## src/sv/ycbcr_to_rgb_chroma_upsample_unit_defines.svh

```systemverilog
// Assertion helpers for the color conversion unit.
// Each macro samples on clk_i and is disabled while rst_ni is low.
`ifndef YCBCR_TO_RGB_CHROMA_UPSAMPLE_UNIT_DEFINES_SVH
`define YCBCR_TO_RGB_CHROMA_UPSAMPLE_UNIT_DEFINES_SVH

// Same-cycle implication.
`define YCC_ASSERT_NOW(lbl, pre, post) \
  lbl: assert property (@(posedge clk_i) disable iff (!rst_ni) (pre) |-> (post)) \
    else $error("ycc assertion failed");

// Next-cycle implication.
`define YCC_ASSERT_NEXT(lbl, pre, post) \
  lbl: assert property (@(posedge clk_i) disable iff (!rst_ni) (pre) |=> (post)) \
    else $error("ycc assertion failed");

`endif

```

## src/sv/ycc_pkg.sv

```systemverilog
`timescale 1ns / 1ps
package ycc_pkg;

  // Sample and store geometry
  localparam int SAMPLE_W     = 12;
  localparam int PIX_IDX_W    = 6;
  localparam int CHROMA_DEPTH = 64;
  localparam int COLOR_W      = 8;
  localparam int CFG_IDX_W    = 2;
  localparam int SAMP_W       = 2;

  // Q16 arithmetic
  localparam int Q_FRAC  = 16;
  localparam int COEF_W  = 18;
  localparam int PROD_W  = SAMPLE_W + COEF_W;
  localparam int SUM_W   = PROD_W + 2;

  localparam logic signed [COEF_W-1:0] COEF_CR_R = 18'sd91881;
  localparam logic signed [COEF_W-1:0] COEF_CB_G = 18'sd22544;
  localparam logic signed [COEF_W-1:0] COEF_CR_G = 18'sd46793;
  localparam logic signed [COEF_W-1:0] COEF_CB_B = 18'sd116130;
  localparam logic signed [COEF_W-1:0] LUMA_OFFSET = 18'sd128;

  // Sampling factor that halves the chroma coordinate
  localparam logic [SAMP_W-1:0] SAMP_HALF  = 2'd2;
  localparam logic [SAMP_W-1:0] SAMP_RESET = 2'd1;

  typedef enum logic {
    OP_LOAD    = 1'b0,
    OP_CONVERT = 1'b1
  } op_e;

  typedef enum logic [CFG_IDX_W-1:0] {
    REG_VERT_SAMPLING  = 2'd0,
    REG_HORIZ_SAMPLING = 2'd1
  } cfg_reg_e;

  typedef struct packed {
    op_e                         operation;
    logic [PIX_IDX_W-1:0]        pixel_index;
    logic signed [SAMPLE_W-1:0]  luma;
    logic signed [SAMPLE_W-1:0]  chroma_blue;
    logic signed [SAMPLE_W-1:0]  chroma_red;
    logic                        block_row;
    logic                        block_col;
  } in_item_t;

  typedef struct packed {
    logic [PIX_IDX_W-1:0] out_index;
    logic [COLOR_W-1:0]   red;
    logic [COLOR_W-1:0]   green;
    logic [COLOR_W-1:0]   blue;
  } out_item_t;

  typedef struct packed {
    logic [CFG_IDX_W-1:0] index;
    logic [SAMP_W-1:0]    value;
  } cfg_item_t;

endpackage

```

## src/sv/ycc_if.sv

```systemverilog
`timescale 1ns / 1ps
// Input item channel
interface ycc_in_if;
  import ycc_pkg::*;
  logic     valid;
  logic     ready;
  in_item_t data;
  modport source (output valid, output data, input ready);
  modport sink (input valid, input data, output ready);
endinterface

// Result item channel
interface ycc_out_if;
  import ycc_pkg::*;
  logic      valid;
  logic      ready;
  out_item_t data;
  modport source (output valid, output data, input ready);
  modport sink (input valid, input data, output ready);
endinterface

// Register write channel
interface ycc_cfg_if;
  import ycc_pkg::*;
  logic      valid;
  logic      ready;
  cfg_item_t data;
  modport source (output valid, output data, input ready);
  modport sink (input valid, input data, output ready);
endinterface

```

## src/sv/ycbcr_to_rgb_chroma_upsample_unit.sv

```systemverilog
// Path: a convert result is registered in the store read, multiply and output
//   registers in order, then is valid and can transfer; a stall holds it in place.
// Throughput: one item per cycle while not stalled; a three-stage pipeline (store read,
//   multiply, sum and clamp) advances as a whole whenever the output register is free or being drained.
// Reset: clears valid bits and sets both sampling factors to 1; the chroma
//   store is not cleared and holds garbage until loaded.
`timescale 1ns / 1ps
`include "ycbcr_to_rgb_chroma_upsample_unit_defines.svh"
module ycbcr_to_rgb_chroma_upsample_unit
  import ycc_pkg::*;
(
  input  logic      clk_i,
  input  logic      rst_ni,
  ycc_in_if.sink    in_if,
  ycc_cfg_if.sink   cfg_if,
  ycc_out_if.source out_if
);

  // Configuration registers
  logic [SAMP_W-1:0] vert_q, horiz_q;

  // Pipeline control
  logic adv;
  logic in_acc;
  logic s1_vld_q, s2_vld_q, out_vld_q;

  // Store read stage
  logic [2*SAMPLE_W-1:0]      chroma_mem_q [CHROMA_DEPTH];
  logic [2*SAMPLE_W-1:0]      s1_chroma_q;
  logic signed [SAMPLE_W-1:0] s1_luma_q;
  logic [PIX_IDX_W-1:0]       s1_idx_q;
  logic [2:0]                 row, col, crow_d, ccol_d;
  logic [PIX_IDX_W-1:0]       rd_idx_d;
  logic signed [SAMPLE_W-1:0] s1_cb, s1_cr;

  // Multiply stage
  logic signed [PROD_W-1:0] base_d, base_q;
  logic signed [PROD_W-1:0] p_cr_r_d, p_cb_g_d, p_cr_g_d, p_cb_b_d;
  logic signed [PROD_W-1:0] p_cr_r_q, p_cb_g_q, p_cr_g_q, p_cb_b_q;
  logic [PIX_IDX_W-1:0]     s2_idx_q;

  // Sum stage
  logic signed [SUM_W-1:0] sum_r, sum_g, sum_b;
  out_item_t               out_d, out_q;

  function automatic logic [COLOR_W-1:0] clamp_q16(input logic signed [SUM_W-1:0] s);
    logic [COLOR_W-1:0] v;
    if (s[SUM_W-1]) begin
      v = '0;
    end else if (|s[SUM_W-2:Q_FRAC+COLOR_W]) begin
      v = '1;
    end else begin
      v = s[Q_FRAC+COLOR_W-1:Q_FRAC];
    end
    return v;
  endfunction

  // Advance when the output register is empty or being drained
  assign adv          = !out_vld_q || out_if.ready;
  assign in_if.ready  = adv;
  assign in_acc       = in_if.valid && adv;
  assign cfg_if.ready = 1'b1;

  // Write sampling factors; other indexes are dropped
  always_ff @(posedge clk_i or negedge rst_ni) begin
    if (!rst_ni) begin
      vert_q  <= SAMP_RESET;
      horiz_q <= SAMP_RESET;
    end else if (cfg_if.valid) begin
      unique case (cfg_if.data.index)
        REG_VERT_SAMPLING:  vert_q  <= cfg_if.data.value;
        REG_HORIZ_SAMPLING: horiz_q <= cfg_if.data.value;
        default: ;
      endcase
    end
  end

  // Map the luma pixel to its chroma pixel
  always_comb begin
    row      = in_if.data.pixel_index[5:3];
    col      = in_if.data.pixel_index[2:0];
    crow_d   = ((vert_q == SAMP_HALF) ? (row >> 1) : row) + {in_if.data.block_row, 2'b00};
    ccol_d   = ((horiz_q == SAMP_HALF) ? (col >> 1) : col) + {in_if.data.block_col, 2'b00};
    rd_idx_d = {crow_d, ccol_d};
  end

  // Chroma store: write on load transfers, registered read on every advance
  always_ff @(posedge clk_i) begin
    if (in_acc && in_if.data.operation == OP_LOAD) begin
      chroma_mem_q[in_if.data.pixel_index] <= {in_if.data.chroma_blue, in_if.data.chroma_red};
    end
    if (adv) begin
      s1_chroma_q <= chroma_mem_q[rd_idx_d];
      s1_luma_q   <= in_if.data.luma;
      s1_idx_q    <= in_if.data.pixel_index;
    end
  end

  assign s1_cb = s1_chroma_q[2*SAMPLE_W-1:SAMPLE_W];
  assign s1_cr = s1_chroma_q[SAMPLE_W-1:0];

  // Form the luma term and the constant products
  always_comb begin
    base_d   = (PROD_W'(s1_luma_q) + PROD_W'(LUMA_OFFSET)) <<< Q_FRAC;
    p_cr_r_d = PROD_W'(s1_cr) * PROD_W'(COEF_CR_R);
    p_cb_g_d = PROD_W'(s1_cb) * PROD_W'(COEF_CB_G);
    p_cr_g_d = PROD_W'(s1_cr) * PROD_W'(COEF_CR_G);
    p_cb_b_d = PROD_W'(s1_cb) * PROD_W'(COEF_CB_B);
  end

  always_ff @(posedge clk_i) begin
    if (adv) begin
      base_q   <= base_d;
      p_cr_r_q <= p_cr_r_d;
      p_cb_g_q <= p_cb_g_d;
      p_cr_g_q <= p_cr_g_d;
      p_cb_b_q <= p_cb_b_d;
      s2_idx_q <= s1_idx_q;
    end
  end

  // Sum in Q16, then clamp to 0..255
  always_comb begin
    sum_r = SUM_W'(base_q) + SUM_W'(p_cr_r_q);
    sum_g = SUM_W'(base_q) - SUM_W'(p_cb_g_q) - SUM_W'(p_cr_g_q);
    sum_b = SUM_W'(base_q) + SUM_W'(p_cb_b_q);
    out_d.out_index = s2_idx_q;
    out_d.red       = clamp_q16(sum_r);
    out_d.green     = clamp_q16(sum_g);
    out_d.blue      = clamp_q16(sum_b);
  end

  always_ff @(posedge clk_i) begin
    if (adv) begin
      out_q <= out_d;
    end
  end

  // Valid bits: loads enter as bubbles
  always_ff @(posedge clk_i or negedge rst_ni) begin
    if (!rst_ni) begin
      s1_vld_q  <= 1'b0;
      s2_vld_q  <= 1'b0;
      out_vld_q <= 1'b0;
    end else if (adv) begin
      s1_vld_q  <= in_if.valid && (in_if.data.operation == OP_CONVERT);
      s2_vld_q  <= s1_vld_q;
      out_vld_q <= s2_vld_q;
    end
  end

  assign out_if.valid = out_vld_q;
  assign out_if.data  = out_q;

  // Convert transfers enter the pipeline, load transfers do not
  `YCC_ASSERT_NEXT(a_convert_enters, in_acc && in_if.data.operation == OP_CONVERT, s1_vld_q)
  `YCC_ASSERT_NEXT(a_load_no_result, in_acc && in_if.data.operation == OP_LOAD, !s1_vld_q)
  // A full multiply stage reaches the output on advance
  `YCC_ASSERT_NEXT(a_s2_to_out, s2_vld_q && adv, out_vld_q)
  // Stalled pipeline keeps its valid bits
  `YCC_ASSERT_NEXT(a_stall_holds, !adv, $stable(s1_vld_q) && $stable(s2_vld_q))
  // No input is taken while the output waits
  `YCC_ASSERT_NOW(a_no_take_on_stall, out_vld_q && !out_if.ready, !in_if.ready)

endmodule

```

## src/flat_wrapper.sv

```systemverilog
// flat-port wrapper written by rule: the top's interface ports become plain ports
module ycbcr_to_rgb_chroma_upsample_unit_flat import ycc_pkg::*;
  (clk_i, rst_ni, in_if_valid, in_if_data, in_if_ready, cfg_if_valid, cfg_if_data, cfg_if_ready, out_if_valid, out_if_data, out_if_ready);
  ycc_in_if in_if_i ();
  ycc_cfg_if cfg_if_i ();
  ycc_out_if out_if_i ();
  input  logic clk_i;
  input  logic rst_ni;
  input wire logic [$bits(in_if_i.valid)-1:0] in_if_valid;
  input wire logic [$bits(in_if_i.data)-1:0] in_if_data;
  output wire logic [$bits(in_if_i.ready)-1:0] in_if_ready;
  input wire logic [$bits(cfg_if_i.valid)-1:0] cfg_if_valid;
  input wire logic [$bits(cfg_if_i.data)-1:0] cfg_if_data;
  output wire logic [$bits(cfg_if_i.ready)-1:0] cfg_if_ready;
  output wire logic [$bits(out_if_i.valid)-1:0] out_if_valid;
  output wire logic [$bits(out_if_i.data)-1:0] out_if_data;
  input wire logic [$bits(out_if_i.ready)-1:0] out_if_ready;
  assign in_if_i.valid = in_if_valid;
  assign in_if_i.data = in_if_data;
  assign in_if_ready = in_if_i.ready;
  assign cfg_if_i.valid = cfg_if_valid;
  assign cfg_if_i.data = cfg_if_data;
  assign cfg_if_ready = cfg_if_i.ready;
  assign out_if_valid = out_if_i.valid;
  assign out_if_data = out_if_i.data;
  assign out_if_i.ready = out_if_ready;
  ycbcr_to_rgb_chroma_upsample_unit u_core (.clk_i(clk_i), .rst_ni(rst_ni), .in_if(in_if_i), .cfg_if(cfg_if_i), .out_if(out_if_i));
endmodule
```

## config.mk

```make
export PLATFORM = sky130hd
export DESIGN_NAME = ycbcr_to_rgb_chroma_upsample_unit_flat
export DESIGN_NICKNAME = d
export VERILOG_FILES = /design/src/sv/ycc_pkg.sv /design/src/sv/ycc_if.sv /design/src/sv/ycbcr_to_rgb_chroma_upsample_unit.sv /design/src/flat_wrapper.sv
export VERILOG_INCLUDE_DIRS = /design/src /design/src/sv
export SDC_FILE = /design/constraint.sdc
export NUM_CORES = 2
export LEC_CHECK = 0
export ABC_AREA = 1
export BUFFER_PORTS_ARGS = -buffer_cell sky130_fd_sc_hd__buf_2
export CORE_UTILIZATION = 35
export DETAILED_ROUTE_END_ITERATION = 8
export GPL_ROUTABILITY_DRIVEN = 0
export PLACE_DENSITY = 0.46
export SLEW_MARGIN = 20
export SYNTH_ARGS = -nofsm -noshare
export SYNTH_HDL_FRONTEND = slang
export SYNTH_SLANG_ARGS = --single-unit
```

## constraint.sdc

```tcl
create_clock -name clk_i -period 14.65 [get_ports clk_i]
set_input_delay 2.1975 -clock clk_i [delete_from_list [all_inputs] [get_ports clk_i]]
set_output_delay 2.1975 -clock clk_i [all_outputs]
set_load 0.1 [all_outputs]
```

Word level (Yosys, flattened, before mapping)
Memories as Yosys holds them, arrays and structs flattened. A register that Yosys moved wholly into a read port is not among the register bits.
Index checks and enable logic that the tools add are counted.
Widths: inputs -> output; s select.

cells by class
  add/sub/neg operators = 7
  multiply operators = 4
  divide/modulo/power cells = 0
  $lt $le $gt $ge = 0
  equal/unequal tests = 3
  shifts and indexed selects = 0
  muxes and demuxes = 7
  bitwise logic cells = 1
  reduce and logical (&&, ||, !) cells = 11

operators by type and width
  kind                    count
  $add 29x30->31          2
  $mul 12x17->29 const B  2
  $sub 30x29->31          1
  $mul 12x18->30 const B  1
  $sub 29x28->30          1
  $mul 12x12->24 const B  1
  $mux 8                  3
  $reduce_or 7->1         3
  $add 12x9->13 const B   1
  $add 3x3->3             2
  $mux 3                  2
  $eq 2x2->1 const B      2
  $reduce_and 2->1        2
  $logic_and 1x1->1       3
  $eq 2x1->1 const B      1
  $logic_not 2->1         1
  $mux 1                  2
  $logic_not 1->1         1
  $logic_or 1x1->1        1
  $not 1->1               1

storage, ports and cells
  bits in registers = 186
  bits in latches = 0
  memory bits (writable) = 1536
  ROM bits = 0
  output and inout bits = 33
  memories kept = 1

memory list
  memory               words  bits a word  rd ports  clocked after memory_dff  wr ports  line                                     source
  u_core.chroma_mem_q  64     24           1         1                         1         ycbcr_to_rgb_chroma_upsample_unit.sv:28  logic [2*SAMPLE_W-1:0] chroma_mem_q [CHROMA_DEPTH];

Longest topological paths before layout
  depth after elaboration = 6
  mapped depth = 22

Worst setup path before layout
No wires, ideal clock.

  kind = input to register
  from = input out_if_ready
  to = memory u_core.chroma_mem_q[0][0] (netlist name) (enable)
  setup time = 0.405 ns
  arrival time = 8.177 ns
  required time = 14.245 ns
  path slack = 6.068 ns
  stages = 6
  buffers on the path = 0
  path through = nor2_1 inv_1 nand2_1 nor2_1 nand4_1 nor2_1

on the way
  cells in the longest elaborated chain, start to end = 5

ends and longest elaborated chain
  item                          line                                     source
  start, declared               flat_wrapper.sv:17                       input wire logic [$bits(out_if_i.ready)-1:0] out_if_ready;
  $logic_or 1x1->1              ycbcr_to_rgb_chroma_upsample_unit.sv:59  assign adv = !out_vld_q || out_if.ready;
  net in_if_ready               flat_wrapper.sv:11                       output wire logic [$bits(in_if_i.ready)-1:0] in_if_ready;
  $logic_and 1x1->1             ycbcr_to_rgb_chroma_upsample_unit.sv:61  assign in_acc = in_if.valid && adv;
  $logic_and 1x1->1             ycbcr_to_rgb_chroma_upsample_unit.sv:89  if (in_acc && in_if.data.operation == OP_LOAD) begin
  $mux 1                        ycbcr_to_rgb_chroma_upsample_unit.sv:89
  $mux 1 (not written as such)  ycbcr_to_rgb_chroma_upsample_unit.sv:90  chroma_mem_q[in_if.data.pixel_index] <= {in_if.data.chroma_blue, in_if.data.chroma_red};
  end, declared                 ycbcr_to_rgb_chroma_upsample_unit.sv:28

The timed path passes the listed nets, and every way through them passes these cells.

Worst setup path in the final report
  from = input in_if_data[39]
  to = register u_core.s1_chroma_q[5], read port of u_core.chroma_mem_q, data pin

on the way
  cells in the longest elaborated chain, start to end = 2

ends and longest elaborated chain
  item             line                                     source
  start, declared  flat_wrapper.sv:10                       input wire logic [$bits(in_if_i.data)-1:0] in_if_data;
  $mux 3           ycbcr_to_rgb_chroma_upsample_unit.sv:83  ccol_d = ((horiz_q == SAMP_HALF) ? (col >> 1) : col) + {in_if.data.block_col, 2'b00};
  $add 3x3->3      ycbcr_to_rgb_chroma_upsample_unit.sv:83
  end, declared    ycbcr_to_rgb_chroma_upsample_unit.sv:29  logic [2*SAMPLE_W-1:0] s1_chroma_q;

Every way passes these cells.
A chain may end at the register's enable or synchronous reset.

==> results list <==
- Of all flip-flops after synthesis, the portion carrying an async set or reset was 0.4082%.
- Counting flops and latches in the post-synthesis netlist gives 1715.
* Die width: 486.3 µm
- Post-placement cell area: 86300 µm²
* Kind of start point of the critical path: input pin
- After detailed routing, the number of remaining DRC violations is 0.
- Post-layout util: 39.60%
* Nets@finish: 7660
- Maximum root-to-sink buffer count: 3
- The die covers 236500 µm².
- Number of top-level pins: 87
* Cell area after synthesis: 82080 µm²
* Final non-filler cell area: 92160 µm²
- Endpoint required time on the critical path: 15240 ps
* Vias post-DR: 53270
* MaxCap Viol Count: 0
* Number of max-slew violations in the final report: 0
* Per-cell via count in the routed design: 5.154
- Fill cells in the final layout number 22390.
- The number of failing hold endpoints at the final stage is 0.
* Normalized max-slew margin: 25.96%
- The run finished with clean final reports.
- Share of cells above drive strength 1: 7.681%
* Setup Fix Bufs, Post-CTS: 0
- Wirelength per Cell: 23.94 µm
* Final-layout setup total negative slack: 0 ps
* Final min period: 6098 ps
- Top FF cell, synth: edfxtp_1
- For the worst-skew pair, the clock arrives at the later sink with an insertion delay of 870 ps.
* Post-CTS Hold Buffers: 0
* Resized cells post-CTS: 0
- Setup violations remaining at the end of the flow were counted as 0.
- EDFF count, synth: 1708
* TritonCTS sink count: 1715
- Portion of the post-synthesis area used by sequential elements: 62.70%
- Period Utilization, post-route: 41.63%
- CP max FO: 197
- Global route overflow: 0
* Site row count: 177
- The sequential cells in the finished layout cover a total of 51470 µm².
* Port Buf Inserts: 85
- Global routing used 20.74% of the available tracks across all layers.
* Slew at the pin with the worst max-slew slack: 1111 ps
- Synthesis-to-finish area growth: 12.29%
- Remaining antenna violation count after routing: 0
- Setup repair after global routing left no endpoint under its margin.
- Clock tree synthesis inserted a total of 188 buffers.
- The via count of the first global-routing pass was 52120.
- For the worst setup path, the data arrival time is 6690 ps.
- Count of synthesis-stage warnings from yosys: 0
- H-tree Lvls: 4
- Based on the critical path, the design can be clocked at up to 0.1640 GHz.
- Initial Utilization: 35.26%
- Wire length of the first global-routing pass: 360600 µm
* CORE AREA: 232800 µm²
* Worst Path Class, Setup: in2reg
- Initial antenna violation count: 14
- Entering global routing, the biggest net connects 224 pins.
- The netlist uses 49 different library cells.
- After detailed routing, the total wire length is 247400 µm.
* TritonCTS clock tree: built
- From bottom edge to top edge, the die measures 486.3 µm.
- The first TritonRoute pass finished after 5 iterations.
- The multi-input combinational cells in the finished layout cover a total of 26440 µm².
- The first routing iteration left 4620 violations.
- The worst setup path is captured at a flop.
- When the netlist entered floorplanning its net count stood at 7578.
* Instance count of the mapped netlist: 6969
- The root buffer cell chosen for the clock tree is clkbuf_16.
- After synthesis, the mean cell area works out to 11.78 µm².
- Detail Placement HPWL: 145500 µm
- Reg clk slew, reported paths: 60 ps
- The worst hold path belongs to the class reg2reg.
* Clock Skews: 74.97 ps
[flip-flops by register name, summed over array words and instances (netlist names)]
name,count
u_core.base_q,13
u_core.chroma_mem_q,1536
u_core.horiz_q,2
u_core.out_if.data,30
u_core.out_if.valid,1
u_core.p_cb_b_q,14
u_core.p_cb_g_q,24
u_core.p_cr_g_q,29
u_core.p_cr_r_q,14
u_core.s1_chroma_q,24
u_core.s1_idx_q,6
u_core.s1_luma_q,12
u_core.s1_vld_q,1
u_core.s2_idx_q,6
u_core.s2_vld_q,1
u_core.vert_q,2
[layout make-up]
class / instances / share of cell area [%]
Tap cell: 3132 / 4.252
Timing Repair Buffer: 223 / 1.667
Multi-Input combinational cell: 4149 / 28.69
Antenna cell: 4 / 0.01086
Sequential cell: 1715 / 55.84
Inverter: 774 / 3.189
Clock inverter: 103 / 1.051
Clock buffer: 236 / 5.300
[synth_stat cells (9+ instances only)]
library cell  count  share of area, %
nor3_1           16             0.098
edfxtp_1       1708                62
a21oi_1         309               1.9
o21bai_1         12              0.11
xor2_1           64              0.68
fa_1            201               4.9
o21ai_1          55              0.34
o211ai_1        388               3.5
a31oi_1          20              0.15
buf_1            13             0.059
buf_2           142              0.87
a21o_1            9             0.082
o21ai_0         775               4.7
ha_1            354               5.4
nand3_1         444               2.7
xnor2_1          21              0.22
nor2_1          963               4.4
clkbuf_1        156              0.71
nand2_1         448               2.0
nand4_1          22              0.17
inv_1           770               3.5
buf_4            18              0.16
[cell usage in the layout, fill, tap and decap left out, drive strengths merged, types with 2 or more instances in the layout]
| cell | count |
|---|---|
| o211ai | 388 |
| o21ai | 831 |
| a21boi | 3 |
| nor3b | 2 |
| o31ai | 4 |
| o21bai | 12 |
| nand3b | 5 |
| nand4 | 22 |
| a21oi | 309 |
| inv | 778 |
| xor2 | 65 |
| nor2 | 965 |
| a31o | 2 |
| clkinv | 90 |
| nor3 | 16 |
| fa | 201 |
| nand2 | 450 |
| a31oi | 20 |
| or2 | 3 |
| edfxtp | 1708 |
| bufinv | 8 |
| o221a | 2 |
| a21o | 9 |
| buf | 223 |
| o2111ai | 2 |
| diode | 4 |
| xnor2 | 21 |
| nor4 | 4 |
| clkbuf | 236 |
| dfstp | 2 |
| dfrtp | 5 |
| a211oi | 4 |
| ha | 354 |
| o21a | 5 |
| nand3 | 445 |
[logic make-up (layout without fill, tap and decap cells)]
| family | after synthesis | in the layout | share of synthesized area (%) |
|---|---|---|---|
| xor+xnor | 86 | 86 | 0.9268 |
| simple gates | 1913 | 1913 | 9.599 |
| fa+ha+maj | 555 | 555 | 10.30 |
| other cells | 1 | 5 | 0.004569 |
| flops | 1715 | 1715 | 62.70 |
| buf+inv | 1105 | 1336 | 5.373 |
| compound gates | 1594 | 1594 | 11.09 |
[layer usage]
| metal | GRT usage (%) | part of all wire (%) |
|---|---|---|
| met5 | 0 | 0.0049 |
| met3 | 2.961 | 5.1 |
| met4 | 5.723 | 2.6 |
| met2 | 34.21 | 47 |
| met1 | 28.42 | 45 |
[metrics by stage]
stage / instances / hold WS [ps] / setup slack (ps)
2_1_floorplan: 6969 / 400.3 / 6068
3_3_place_gp: 9993 / 403.4 / 7835
3_5_place_dp: 9993 / 404.5 / 7777
4_1_cts: 10330 / 420.1 / 8696
5_1_grt: 10330 / 427.7 / 8393
6_report: 10340 / 418.2 / 8552
[worst paths after layout]
kind / startpoint / endpoint / slack, ps / depth (start not counted)
setup / recovery: in_if_data[39] / u_core.s1_chroma_q[5] / 8550 / 13
hold / removal: u_core.s1_idx_q[5] / u_core.s2_idx_q[5] / 420 / 0
setup reg to reg: u_core.s1_chroma_q[22] / u_core.p_cb_b_q[26] / 9090 / 16
hold reg to reg: u_core.s1_idx_q[5] / u_core.s2_idx_q[5] / 420 / 0
max in group asynchronous: rst_ni / u_core.horiz_q[0] / 13220 / 1
min in group asynchronous: rst_ni / u_core.out_if.valid / 1200 / 1
[worst max-delay path, stage by stage]
cell	delay, ps
buf_2	200
nand3_2	160
nand2_8	300
buf_4	690
buf_12	670
buf_12	560
a21oi_1	130
o21ai_0	110
o211ai_1	180
nand3_1	290
nand3_1	320
nand3_1	370
nand2_1	100
Power is not shown: default switching activity piles up to over one toggle a cycle in this logic, so the estimate is an artifact.
